**src/hdl/urc_pkg.sv**
```systemverilog
package urc_pkg;

  // Field widths of the configuration and result items
  localparam int unsigned RepeatW    = 20;
  localparam int unsigned TrigW      = 10;
  localparam int unsigned DistW      = 14;
  localparam int unsigned CfgIdxW    = 2;
  localparam int unsigned CfgDataW   = RepeatW;

  // Default echo counter width
  localparam int unsigned EchoCountBitsDef = 16;

  // Reset values of the configuration registers
  localparam logic [RepeatW-1:0] RepeatReset = 20'd60000;
  localparam logic [TrigW-1:0]   TrigReset   = 10'd10;
  localparam logic [DistW-1:0]   ThreshReset = 14'd400;

  // Distance shown before the first measurement, above the default threshold
  localparam logic [DistW-1:0]   DistReset   = 14'd410;

  // Distance conversion: mm = count * 17 / 100, done as (count * DistMul) >> DistShift.
  // Counts from DistClamp upward already give the saturated distance, so the
  // multiplier input is clamped to a 17-bit value.
  localparam int unsigned        DistInW   = 17;
  localparam logic [31:0]        DistClamp = 32'd96376;
  localparam int unsigned        DistShift = 24;
  localparam int unsigned        DistMulW  = 22;
  localparam logic [DistMulW-1:0] DistMul  = 22'd2852127;
  localparam int unsigned        DistProdW = DistInW + DistMulW;

  // Configuration register indexes
  typedef enum logic [CfgIdxW-1:0] {
    CFG_ENABLE    = 2'd0,
    CFG_INTERVAL  = 2'd1,
    CFG_TRIG_W    = 2'd2,
    CFG_THRESHOLD = 2'd3
  } cfg_idx_e;

  // Current configuration
  typedef struct packed {
    logic               enable;
    logic [RepeatW-1:0] interval;
    logic [TrigW-1:0]   trig_width;
    logic [DistW-1:0]   threshold;
  } cfg_t;

  // One result item
  typedef struct packed {
    logic             trigger;
    logic [DistW-1:0] distance;
    logic             obstacle;
    logic             fresh;
  } res_t;

endpackage

```
**src/hdl/urc_cfg_regs.sv**
```systemverilog
module urc_cfg_regs (
  input  logic                         clk_i,
  input  logic                         rst_ni,
  input  logic                         cfg_we_i,
  input  logic [urc_pkg::CfgIdxW-1:0]  cfg_index_i,
  input  logic [urc_pkg::CfgDataW-1:0] cfg_data_i,
  output urc_pkg::cfg_t                cfg_o
);
  import urc_pkg::*;

  cfg_t cfg_q, cfg_d;

  // Decode the register write
  always_comb begin
    cfg_d = cfg_q;
    if (cfg_we_i) begin
      case (cfg_idx_e'(cfg_index_i))
        CFG_ENABLE:    cfg_d.enable     = cfg_data_i[0];
        CFG_INTERVAL:  cfg_d.interval   = cfg_data_i[RepeatW-1:0];
        CFG_TRIG_W:    cfg_d.trig_width = cfg_data_i[TrigW-1:0];
        CFG_THRESHOLD: cfg_d.threshold  = cfg_data_i[DistW-1:0];
        default:       cfg_d = cfg_q;
      endcase
    end
  end

  always_ff @(posedge clk_i or negedge rst_ni) begin
    if (!rst_ni) begin
      cfg_q.enable     <= 1'b0;
      cfg_q.interval   <= RepeatReset;
      cfg_q.trig_width <= TrigReset;
      cfg_q.threshold  <= ThreshReset;
    end else begin
      cfg_q <= cfg_d;
    end
  end

  assign cfg_o = cfg_q;

endmodule

```
**src/hdl/urc_dist.sv**
```systemverilog
module urc_dist #(
  parameter int unsigned EchoCountBits = urc_pkg::EchoCountBitsDef
) (
  input  logic [EchoCountBits-1:0]   count_i,
  output logic [urc_pkg::DistW-1:0]  dist_o
);
  import urc_pkg::*;

  logic [31:0]           count_ext;
  logic [DistInW-1:0]    count_clamped;
  logic [DistProdW-1:0]  prod;

  // Clamp to the count where the distance saturates
  assign count_ext     = 32'(count_i);
  assign count_clamped = (count_ext > DistClamp) ? DistClamp[DistInW-1:0]
                                                 : count_ext[DistInW-1:0];

  // Multiply by the scaled reciprocal and drop the fraction bits
  assign prod   = DistProdW'(count_clamped) * DistProdW'(DistMul);
  assign dist_o = prod[DistShift +: DistW];

endmodule

```
**src/hdl/urc_tick.sv**
```systemverilog
module urc_tick #(
  parameter int unsigned EchoCountBits = urc_pkg::EchoCountBitsDef
) (
  input  logic          clk_i,
  input  logic          rst_ni,
  input  logic          step_i,
  input  logic          echo_i,
  input  urc_pkg::cfg_t cfg_i,
  output urc_pkg::res_t res_o
);
  import urc_pkg::*;

  logic [RepeatW-1:0]       rep_q, rep_d;
  logic [TrigW-1:0]         trig_cnt_q, trig_cnt_d;
  logic                     trig_q, trig_d;
  logic [EchoCountBits-1:0] echo_cnt_q, echo_cnt_d;
  logic                     echo_prev_q, echo_prev_d;
  logic                     seen_q, seen_d;
  logic [DistW-1:0]         dist_q, dist_d;
  logic                     en_prev_q, en_prev_d;

  logic [RepeatW-1:0]       rep_inc;
  logic [EchoCountBits-1:0] echo_inc;
  logic [DistW-1:0]         dist_new;
  logic                     fresh;

  // Saturating increments
  assign rep_inc  = (rep_q == '1) ? rep_q : RepeatW'(rep_q + 1'b1);
  assign echo_inc = (echo_cnt_q == '1) ? echo_cnt_q : EchoCountBits'(echo_cnt_q + 1'b1);

  urc_dist #(
    .EchoCountBits(EchoCountBits)
  ) u_dist (
    .count_i(echo_inc),
    .dist_o (dist_new)
  );

  // Advance the tick state
  always_comb begin
    rep_d       = rep_q;
    trig_cnt_d  = trig_cnt_q;
    trig_d      = trig_q;
    echo_cnt_d  = echo_cnt_q;
    seen_d      = seen_q;
    dist_d      = dist_q;
    fresh       = 1'b0;

    // time out a running pulse
    if (trig_q) begin
      if (trig_cnt_q != '1) begin
        trig_cnt_d = TrigW'(trig_cnt_q + 1'b1);
      end
      if (trig_cnt_d > cfg_i.trig_width) begin
        trig_d = 1'b0;
      end
    end

    if (cfg_i.enable) begin
      // fire on enable rise or when the repeat count passes the interval
      if (!en_prev_q) begin
        rep_d      = '0;
        trig_d     = 1'b1;
        trig_cnt_d = '0;
      end else if (rep_inc > cfg_i.interval) begin
        rep_d      = '0;
        trig_d     = 1'b1;
        trig_cnt_d = '0;
      end else begin
        rep_d = rep_inc;
      end

      // time the echo high phase
      if (echo_i && !echo_prev_q) begin
        echo_cnt_d = '0;
        seen_d     = 1'b1;
      end else if (seen_q && (echo_i || echo_prev_q)) begin
        echo_cnt_d = echo_inc;
        if (!echo_i) begin
          dist_d = dist_new;
          seen_d = 1'b0;
          fresh  = 1'b1;
        end
      end
    end else begin
      rep_d  = '0;
      seen_d = 1'b0;
    end

    en_prev_d   = cfg_i.enable;
    echo_prev_d = echo_i;
  end

  always_ff @(posedge clk_i or negedge rst_ni) begin
    if (!rst_ni) begin
      rep_q       <= '0;
      trig_cnt_q  <= '0;
      trig_q      <= 1'b0;
      echo_cnt_q  <= '0;
      echo_prev_q <= 1'b0;
      seen_q      <= 1'b0;
      dist_q      <= DistReset;
      en_prev_q   <= 1'b0;
    end else if (step_i) begin
      rep_q       <= rep_d;
      trig_cnt_q  <= trig_cnt_d;
      trig_q      <= trig_d;
      echo_cnt_q  <= echo_cnt_d;
      echo_prev_q <= echo_prev_d;
      seen_q      <= seen_d;
      dist_q      <= dist_d;
      en_prev_q   <= en_prev_d;
    end
  end

  // Result of this tick, taken from the next state
  always_comb begin
    res_o.trigger  = trig_d;
    res_o.distance = dist_d;
    res_o.obstacle = (dist_d < cfg_i.threshold);
    res_o.fresh    = fresh;
  end

endmodule

```
**src/hdl/ultrasonic_ranger_controller_top.sv**
```systemverilog
// Channel | Direction | Handshake                | Payload
// input   | in        | in_valid_i / in_stall_o   | echo_level_i
// output  | out       | out_valid_o / out_stall_i | trigger_out_o, distance_mm_o,
//         |           |                           | obstacle_o, new_measurement_o
// config  | in        | cfg_we_i                  | cfg_index_i, cfg_data_i
//
// One tick per clock while the output is not stalled: an accepted tick sits in the input
// register, is processed by the counter and distance logic at the first rising edge at
// which the output register is free, and lands in the output register. The distance
// multiplier sets the longest path. Reset is asynchronous, active low, and loads the
// default configuration. A stalled output holds its transaction; the input stalls only
// when both registers are full and the output is stalled.
module ultrasonic_ranger_controller_top #(
  parameter int unsigned ECHO_COUNT_BITS = urc_pkg::EchoCountBitsDef
) (
  input  logic                         clk_i,
  input  logic                         rst_ni,
  input  logic                         cfg_we_i,
  input  logic [urc_pkg::CfgIdxW-1:0]  cfg_index_i,
  input  logic [urc_pkg::CfgDataW-1:0] cfg_data_i,
  input  logic                         in_valid_i,
  output logic                         in_stall_o,
  input  logic                         echo_level_i,
  output logic                         out_valid_o,
  input  logic                         out_stall_i,
  output logic                         trigger_out_o,
  output logic [urc_pkg::DistW-1:0]    distance_mm_o,
  output logic                         obstacle_o,
  output logic                         new_measurement_o
);
  import urc_pkg::*;

  cfg_t cfg;
  res_t res;
  res_t out_q;

  logic in_valid_q, in_valid_d;
  logic echo_q;
  logic out_valid_q, out_valid_d;
  logic out_free, step, in_take;

  urc_cfg_regs u_cfg (
    .clk_i      (clk_i),
    .rst_ni     (rst_ni),
    .cfg_we_i   (cfg_we_i),
    .cfg_index_i(cfg_index_i),
    .cfg_data_i (cfg_data_i),
    .cfg_o      (cfg)
  );

  // Handshake between the two registers
  assign out_free   = !out_valid_q || !out_stall_i;
  assign step       = in_valid_q && out_free;
  assign in_stall_o = in_valid_q && !out_free;
  assign in_take    = in_valid_i && !in_stall_o;

  always_comb begin
    in_valid_d = in_valid_q;
    if (in_take) begin
      in_valid_d = 1'b1;
    end else if (step) begin
      in_valid_d = 1'b0;
    end
    out_valid_d = out_valid_q;
    if (step) begin
      out_valid_d = 1'b1;
    end else if (!out_stall_i) begin
      out_valid_d = 1'b0;
    end
  end

  always_ff @(posedge clk_i or negedge rst_ni) begin
    if (!rst_ni) begin
      in_valid_q  <= 1'b0;
      out_valid_q <= 1'b0;
    end else begin
      in_valid_q  <= in_valid_d;
      out_valid_q <= out_valid_d;
    end
  end

  // Hold the accepted echo sample
  always_ff @(posedge clk_i) begin
    if (in_take) begin
      echo_q <= echo_level_i;
    end
  end

  urc_tick #(
    .EchoCountBits(ECHO_COUNT_BITS)
  ) u_tick (
    .clk_i (clk_i),
    .rst_ni(rst_ni),
    .step_i(step),
    .echo_i(echo_q),
    .cfg_i (cfg),
    .res_o (res)
  );

  // Load the result register
  always_ff @(posedge clk_i) begin
    if (step) begin
      out_q <= res;
    end
  end

  assign out_valid_o       = out_valid_q;
  assign trigger_out_o     = out_q.trigger;
  assign distance_mm_o     = out_q.distance;
  assign obstacle_o        = out_q.obstacle;
  assign new_measurement_o = out_q.fresh;

endmodule

```
**config.mk**
```make
export PLATFORM = sky130hd
export DESIGN_NAME = ultrasonic_ranger_controller_top
export DESIGN_NICKNAME = d
export VERILOG_FILES = /design/src/hdl/urc_pkg.sv /design/src/hdl/urc_cfg_regs.sv /design/src/hdl/urc_dist.sv /design/src/hdl/urc_tick.sv /design/src/hdl/ultrasonic_ranger_controller_top.sv
export SDC_FILE = /design/constraint.sdc
export NUM_CORES = 1
export LEC_CHECK = 0
export BUFFER_PORTS_ARGS = -buffer_cell sky130_fd_sc_hd__buf_2
export CORE_UTILIZATION = 35
export CTS_BUF_LIST = sky130_fd_sc_hd__clkbuf_2
export DETAILED_ROUTE_END_ITERATION = 10
export PLACE_DENSITY_LB_ADDON = 0.12
export SETUP_SLACK_MARGIN = 0.1
export SLEW_MARGIN = 0
export SYNTH_ARGS = -nofsm -noshare
export SYNTH_HDL_FRONTEND = slang
export SYNTH_SLANG_ARGS = --single-unit
export TNS_END_PERCENT = 5
```
**constraint.sdc**
```tcl
create_clock -name clk_i -period 21.4 [get_ports clk_i]
set_input_delay 5.35 -clock clk_i [delete_from_list [all_inputs] [get_ports clk_i]]
set_output_delay 5.35 -clock clk_i [all_outputs]
set_load 0.01 [all_outputs]
```
==> results.md, run 1 <==
* Status: complete, no violations
* Synth area leader: ha_1
* Worst hold path type: reg -> reg
* Clock Skews at 49.3 ps
* CP required at 16050 ps
* Post_cts resized at 0
* P_leak at 7.40 nW
* Starting density of the core at 35.6%
* Synth area leaders: ha_1, dfrtp_1, fa_1, inv_1, mux2_2
* Worst-Skew Late Latency at 730 ps
* Via density per instance at 5.03
* Drt wl/cell at 17.5 um
* Die X at 195 um
* FF+latch count, synth at 129
* DR WL met2 at 14400 um
* Clk pin slew, worst setup/hold paths at 250 ps
* Die area at 38000 sq um
* Initial antenna violation count at 1
* Met3 wire len at 727 um
* R2R Path Start: u_tick.echo_cnt_q[0]
* Global-route wire length before repair at 54000 um
* DRC at 0
* Top_reg_cell synth: dfrtp_1
* Final Cycle Share at 51.8%
* Die height at 195 um
* Worst hold slack at 494 ps
* Final Hold Vio Count at 0
* Syn avg cell area at 9.84 sq um
* Worst Path Arrival at 5730 ps
* Commonest non-fill, non-tap cell in the layout: inv_1
* # rows at 70
* Post-route cell area at 14100 sq um
* Router iterations before antenna repair at 4
* Setup Viol. Count Final at 0
* Synth-to-layout area growth at 8.08%
* Pwr Total at 870 uW
* Slew Limit Fails at 0
* Placeable core area at 36600 sq um
* Top Metal Used: met4
* Library cells used by synthesis at 80
* Gr usage total at 18.3%
* CP max FO at 3
* CTS root buf: clkbuf_2
* Maxcap violations at 0
* IO Port Bufs at 46
* Synthesized instance count at 1323
* Min-Delay Startpoint: u_tick.dist_q[4]
* Yosys warnings at 0
* Worst vdd ir at 0.0367 mV
* Grt total ovfl at 0
* Hold buffers post-CTS at 0
* # clock sinks at 129
* Initial drt markers at 442
* Placer Congestion at 0.829
* Vias post-DR at 9341
* # Post-CTS Setup Buffers at 0
* Dpl cell area at 13800 sq um
* Max-slew headroom at 20.2%
* H-tree depth at 4
* Mapped cell area at 13000 sq um
* TritonCTS clock tree: done
* Fmax at 0.0903 GHz
* I/O pins at 47
* Ys async rst share at 86.0%
* Clock Path Buffers at 2
* Final ANT Viol Nets at 0
* Worst slew pin tran at 1180 ps
* Period minus WS final at 11080 ps
* M1 wire length at 17000 um
* Post-synth net total at 1655
* Routed wire length at 32500 um
* Number of global-route vias before repair at 9763
* Total power per unit cell area at 61.8 nW/um^2
* CP Launch Point: out_stall_i
* Largest net degree at the start of global routing at 66
* Worst Setup End Kind: output port
* Post-DP HPWL at 26500 um
* Most frequent cells in the layout: inv_1, ha_1, fa_1
* Number of synthesized flops with an enable pin at 18
* Layout Nets at 1705
* Setup CP Type: in -> out
* Final core utilization at 38.4%
* Seq/Total Area, Yosys at 25.7%
* Post-synth top area share at 19.5%
* RSZ-0062 raised after global routing: false
* Startpoint types: input port
* Layout cells sized above 1 at 12.8%
* Total CTS buffers at 17
* TNS Setup at 0 ps
-- worst max-delay path, stage by stage --
cell     delay [ps]
buf_2           100
nand3_1         100
inv_1            40
buf_2           130
-- stage by stage --
step | worst slack [ps] | std cells
floorplan | 10510 | 1323
global placement | 10310 | 1822
detailed placement | 10320 | 1822
CTS | 10320 | 1854
global route | 10280 | 1856
finish | 10320 | 1856
-- cell families after synthesis --
group / after synthesis / synth area share (%)
simple gates: 286 / 11.5
buf+inv: 288 / 8.34
flops: 129 / 25.7
fa+ha+maj: 304 / 35.0
xor+xnor: 36 / 2.42
mux: 50 / 4.32
compound gates: 230 / 12.7
-- final cells by class --
cell class	instances	area, sq um
multi-input cells	906	8590
flip-flops and latches	129	3340
clock buffers	18	90.1
clock inverters	14	155
inverters	261	980
well taps	468	586
repair buffers	58	323
fillers	3743	22500
diodes	2	5.00
-- registers in the layout, summed over array words and instances (netlist names) --
signal,cells
u_tick.en_prev_q,1
u_tick.dist_q,14
in_valid_q,1
u_cfg.cfg_o,45
u_tick.trig_q,1
trigger_out_o,1
u_tick.echo_cnt_q,16
distance_mm_o,14
u_tick.echo_prev_q,1
out_valid_o,1
obstacle_o,1
u_tick.trig_cnt_q,10
new_measurement_o,1
u_tick.rep_q,20
u_tick.seen_q,1
echo_q,1
-- worst paths after layout --
| path | endpoint | slack, ps | cells past startpoint |
|---|---|---|---|
| max | in_stall_o | 10320 | 4 |
| min | u_tick.dist_q[4] | 490 | 2 |
| max reg2reg | obstacle_o | 11690 | 31 |
| min reg2reg | u_tick.dist_q[4] | 490 | 2 |
| max in group asynchronous | u_tick.rep_q[11] | 15430 | 2 |
| min in group asynchronous | u_tick.dist_q[5] | 4610 | 1 |
-- where the power goes --
group / total, mW / switching (mW) / internal, mW / leakage (nW)
clock network: 0.164 / 0.107 / 0.0564 / 0.149
logic: 0.402 / 0.243 / 0.158 / 5.68
registers: 0.305 / 0.0239 / 0.281 / 1.57
-- routing by layer --
metal  global-route usage (%)  up-vias
met5                        0        -
met4                     3.30        0
met3                     2.45       19
met2                     29.1       93
met1                     26.8     4590
li1                         -     4639
-- cell usage after synthesis, types with 16 or more instances --
library cell and number:
inv_1 259, ha_1 203, fa_1 101, dfrtp_1 94, nand2_1 82, mux2_2 49, nor2_1 44, o21ai_0 42
nand3_1 39, a21o_1 30, a21oi_1 28, nand4_1 24, a22o_1 23, o21a_1 23, clkbuf_1 22, xnor2_1 20
nor3_1 19, edfxtp_1 18, dfstp_2 17, o31ai_1 17, xor2_1 16
No activity file was read; power rests on OpenSTA's default activity.
==> run 2: changes to the inputs <==
==> constraint.sdc (replaced) <==
create_clock -name clk_i -period 10.2 [get_ports clk_i]
set_input_delay 2.55 -clock clk_i [delete_from_list [all_inputs] [get_ports clk_i]]
set_output_delay 2.55 -clock clk_i [all_outputs]
set_load 0.01 [all_outputs]
==> results.md, run 2 (same netlist as run 1, synthesis figures left out) <==
* Gr usage total at 19.0% (+0.69 points)
* CP Buf/Inv Count at 5 (+2)
* Crit-path slowest cell: fa_1
* TNS Setup at 0 ps (unchanged)
* Global-route wire length before repair at 55700 um (+3.3%)
* Grt total ovfl at 0 (unchanged)
* Routed wire length at 33700 um (+3.6%)
* TritonCTS clock tree: done
* Final ANT Viol Nets at 0 (unchanged)
* M1 wire length at 17800 um (+4.7%)
* Top Metal Used: met4
* Placer Congestion at 0.833 (+0.54%)
* Worst Path Arrival at 10030 ps (+4300 ps)
* Fmax at 0.106 GHz
* Total power per unit cell area at 130 nW/um^2 (+110%)
* # rows at 70 (unchanged)
* Layout Nets at 1706 (+0.059%)
* Die X at 195 um (unchanged)
* IO Port Bufs at 46 (unchanged)
* Layout fillers at 3697 (-1.2%)
* Worst-Skew Late Latency at 730 ps (about the same)
* Reg2Reg Setup Slack at 790 ps (-10900 ps)
* Setup Viol. Count Final at 0 (unchanged)
* Status: complete, no violations
* Die area at 38000 sq um (unchanged)
* Slew Limit Fails at 0 (unchanged)
* Total CTS buffers at 17 (unchanged)
* Clock Skews at 44.9 ps (-4.44 ps)
* Slowest stage delay, CP at 720 ps (+590 ps)
* Router iterations before antenna repair at 5 (+1)
* Clock Path Buffers at 2 (unchanged)
* Worst slew pin tran at 1070 ps (-111 ps)
* Final Hold Vio Count at 0 (unchanged)
* I/O pins at 47 (unchanged)
* Met3 wire len at 1080 um (+48%)
* Register area at 3340 sq um (unchanged)
* Drt wl/cell at 18.1 um (+3.5%)
* Maxcap violations at 0 (unchanged)
* Worst hold path type: reg -> reg
* H-tree depth at 4 (unchanged)
* Max-slew headroom at 28.1% (+7.9 points)
* CP required at 10820 ps (-5230 ps)
* Die height at 195 um (unchanged)
* Hold buffers post-CTS at 0 (unchanged)
* Post-DP HPWL at 27400 um (+3.6%)
* CP max FO at 7 (+4)
* CTS root buf: clkbuf_2
* Post_cts resized at 0 (unchanged)
* Final worst slack at 790 ps (-9530 ps)
* Final Cycle Share at 92.3%
* Placeable core area at 36600 sq um (unchanged)
* RSZ-0062 raised after global routing: false
* Initial antenna violation count at 1 (unchanged)
* Number of global-route vias before repair at 9770 (+0.072%)
* Worst Setup End Kind: register
* Via density per instance at 5.06 (+0.53%)
* Starting density of the core at 35.6% (unchanged)
* Setup CP Type: reg -> reg
* # Post-CTS Setup Buffers at 0 (unchanged)
* Commonest non-fill, non-tap cell in the layout: inv_1
* Area occupied by multi-input gates at 8610 sq um (+0.16%)
* Initial drt markers at 521 (+18%)
* # clock sinks at 129 (unchanged)
* Pre-CTS setup slack at 809 ps (-9510 ps)
* Top delay family on crit path: adder cells
* Layout cells sized above 1 at 12.9% (+0.13 points)
* DR WL met2 at 14500 um (+0.86%)
* Largest net degree at the start of global routing at 67 (+1.5%)
* Most frequent cells in the layout: inv_1, ha_1, fa_1
* Max FFs per register at 45 (unchanged)
* Period minus WS final at 9410 ps
* P_leak at 7.41 nW (+0.11%)
* Startpoint types: register
* Vias post-DR at 9396 (+0.59%)
* Worst vdd ir at 0.0774 mV (+110%)
* Clk pin slew, worst setup/hold paths at 240 ps (about the same)
* DRC at 0 (unchanged)
* Synth-to-layout area growth at 8.15% (about the same)
==> run 2: cell count changes in the layout (fill, tap and decap cells not counted), sizes merged <==
cell      change
bufinv        -1
clkbuf        -1
clkinv        -1
buf           +1
clkinvlp      +1
inv           +2
==> run 2: cell type report <==
type,instances,area share (%)
Antenna cell,2,0.0355
Clock buffer,17,0.604
Sequential cell,129,23.7
Inverter,261,6.96
Tap cell,468,4.16
Timing Repair Buffer,59,2.35
Clock inverter,15,1.05
Multi-Input combinational cell,906,61.1
==> run 2: per-layer routing <==
metal / track usage [%] / vias up
li1: - / 4659
met1: 29.1 / 4592
met2: 28.5 / 133
met3: 2.78 / 12
met4: 3.03 / 0
met5: 0 / -
==> run 2: path summary, 6_finish.rpt <==
kind | start | endpoint | cells past startpoint
setup / recovery | u_tick.echo_cnt_q[0] | obstacle_o | 31
hold / removal | u_tick.dist_q[4] | u_tick.dist_q[4] | 2
setup reg to reg | u_tick.echo_cnt_q[0] | obstacle_o | 31
hold reg to reg | u_tick.dist_q[4] | u_tick.dist_q[4] | 2
max in group asynchronous | rst_ni | u_tick.rep_q[13] | 2
min in group asynchronous | rst_ni | u_cfg.cfg_o[2] | 1
==> run 2: per-stage QoR <==
stage / power [mW] / utilization, % / area [sq um] / hold WS (ps) / std cells
2_1_floorplan: 1.23 / - / 13000 / 446 / 1323
3_3_place_gp: 1.51 / 37.8 / 13800 / 459 / 1823
3_5_place_dp: 1.50 / 37.8 / 13800 / 463 / 1823
4_1_cts: 1.85 / 38.4 / 14100 / 483 / 1855
5_1_grt: 2.01 / 38.5 / 14100 / 516 / 1857
6_report: 1.83 / 38.5 / 14100 / 482 / 1857
==> run 2: tightest hold or removal path: cells and delay by family, from the launching register on <==
| kind | cells | cell delay [ps] |
|---|---|---|
| AOI/OAI and AO/OA | 1 | 50 |
| DFF | 1 | 410 |
| and+or+nand+nor | 1 | 40 |
==> run 2: where the power goes <==
part	internal (mW)	switching, mW	total [mW]
clock	0.0957	0.234	0.330
combinational	0.337	0.522	0.860
sequential	0.589	0.0510	0.641
==> run 3: changes to the inputs <==
==> constraint.sdc (replaced) <==
create_clock -name clk_i -period 9.6 [get_ports clk_i]
set_input_delay 2.4 -clock clk_i [delete_from_list [all_inputs] [get_ports clk_i]]
set_output_delay 2.4 -clock clk_i [all_outputs]
set_load 0.01 [all_outputs]
==> results.md, run 3 (same netlist as run 1, synthesis figures left out) <==
* Final Cycle Share at 93.0% (+0.75 points)
* I/O pins at 47 (unchanged)
* Synth-to-layout area growth at 8.68%
* # clock sinks at 129 (unchanged)
* DP Cell Count at 1826 (+0.16%)
* CP dominant cell by count: inv_1
* IO Port Bufs at 46 (unchanged)
* Worst slew pin tran at 1010 ps (-63.6 ps)
* Setup Viol. Count Final at 0 (unchanged)
* Final ANT Viol Nets at 0 (unchanged)
* Most frequent cells in the layout: inv_1, ha_1, fa_1
* Number of global-route vias before repair at 9691 (-0.81%)
* Drt wl/cell at 18.1 um (about the same)
* TNS Setup at 0 ps (unchanged)
* DRC at 0 (unchanged)
* Post-DP HPWL at 27400 um (+0.13%)
* H-tree depth at 4 (unchanged)
* Gr usage total at 18.9% (-0.12 points)
* CP required at 10210 ps (-610 ps)
* Setup CP Type: reg -> reg
* Min-Delay Startpoint: u_tick.dist_q[4]
* Fmax at 0.112 GHz (+5.4%)
* Die area at 38000 sq um (unchanged)
* Clk pin slew, worst setup/hold paths at 240 ps (about the same)
* Die height at 195 um (unchanged)
* Placeable core area at 36600 sq um (unchanged)
* Router iterations before antenna repair at 5 (unchanged)
* Max FFs per register at 45 (unchanged)
* Slew Limit Fails at 0 (unchanged)
* Worst vdd ir at 0.0696 mV (-10%)
* Placer Congestion at 0.853 (+2.4%)
* Pre-CTS setup slack at 312 ps (-498 ps)
* Final worst slack at 672 ps (-118 ps)
* Layout Nets at 1710 (+0.23%)
* Non-Filler Instances at 1863 (+0.32%)
* R2R Path Start: u_tick.echo_cnt_q[2]
* Total power per unit cell area at 138 nW/um^2 (+6.0%)
* Initial antenna violation count at 1 (unchanged)
* Vias post-DR at 9471 (+0.80%)
* Clock Skews at 45.8 ps (+0.928 ps)
* Largest net degree at the start of global routing at 63 (-6.0%)
* Commonest non-fill, non-tap cell in the layout: inv_1
* Worst hold path type: reg -> reg
* Crit-path slowest cell: fa_2
* CP Launch Point: u_tick.echo_cnt_q[2]
* Starting density of the core at 35.6% (unchanged)
* CTS root buf: clkbuf_2
* TritonCTS clock tree: done
* Die X at 195 um (unchanged)
* Routed wire length at 33700 um (+0.23%)
* Period minus WS final at 8930 ps (-482 ps)
* Clock Path Buffers at 2 (unchanged)
* Max-slew headroom at 32.6% (+4.5 points)
* Worst Path Arrival at 9540 ps (-490 ps)
* Grt total ovfl at 0 (unchanged)
* Startpoint types: register
* Final Hold Vio Count at 0 (unchanged)
* Status: complete, no violations
* Worst hold slack at 497 ps (+15.3 ps)
* Via density per instance at 5.08 (+0.47%)
* CP max FO at 7 (unchanged)
* Slowest stage delay, CP at 670 ps (-50 ps)
* Maxcap violations at 0 (unchanged)
* Worst Setup End Kind: register
* # rows at 70 (unchanged)
* Layout cells sized above 1 at 13.6% (+0.68 points)
* RSZ-0062 raised after global routing: false
* P_leak at 7.45 nW (+0.52%)
* Worst-Skew Late Latency at 740 ps (about the same)
* Global-route wire length before repair at 55300 um (-0.72%)
* Initial drt markers at 524 (+0.58%)
* Total CTS buffers at 17 (unchanged)
[run 3: cell count changes in the layout (fill, tap and decap cells not counted), sizes merged]
| cell | change |
|---|---|
| buf | +4 |
| diode | +2 |
| inv | +3 |
| clkinvlp | -3 |
[run 3: metrics by stage]
step	cell area [sq um]	util, %	power (mW)
after floorplan	13000	-	1.30
after global placement	13900	37.8	1.59
after detailed placement	13900	37.8	1.60
after CTS	14100	38.5	1.98
after global routing	14100	38.6	2.15
final	14100	38.6	1.95
[run 3: final cells by class]
type                            instances  area, sq um
Fill cell                            3660        22500
Multi-Input combinational cell        906         8630
Sequential cell                       129         3340
Inverter                              261          980
Tap cell                              468          586
Timing Repair Buffer                   63          360
Clock inverter                         15          159
Clock buffer                           17         85.1
Antenna cell                            4         10.0
[run 3: power breakdown]
part	total (mW)	leakage [nW]	switching [mW]	internal, mW
clock network	0.363	0.154	0.255	0.108
registers	0.681	1.57	0.0543	0.627
logic	0.904	5.72	0.548	0.356
total	1.95	7.45	0.858	1.09
[run 3: final timing paths]
check	cells past startpoint	slack [ps]	to
min in group asynchronous	1	1640	u_cfg.cfg_o[1]
min reg2reg	2	500	u_tick.dist_q[4]
min	2	500	u_tick.dist_q[4]
max in group asynchronous	2	6580	u_tick.echo_cnt_q[0]
max	31	670	obstacle_o
max reg2reg	31	670	obstacle_o
[run 3: repair_timing]
action | in CTS | in global routing
setup buffers | 0 | 1
setup endpoints to repair | 0 | 1
resized for setup | 0 | 9
hold buffers | 0 | 0
[run 3: critical path: cells and delay by family (launching register included)]
| family | cells | cell delay (ps) |
|---|---|---|
| buffers and inverters | 5 | 460 |
| XOR/XNOR | 1 | 220 |
| flip-flops | 1 | 480 |
| adder cells (fa/ha/maj) | 8 | 3510 |
| AO/OA/AOI/OAI | 11 | 2590 |
| AND/OR/NAND/NOR | 6 | 1550 |
[run 3: routing by layer]
metal / vias up / track usage (%) / part of all wire [%]
met4: 0 / 3.59 / 1.1
li1: 4669 / - / -
met1: 4687 / 28.3 / 54
met5: - / 0 / 0
met2: 95 / 29.1 / 43
met3: 20 / 2.52 / 2.1
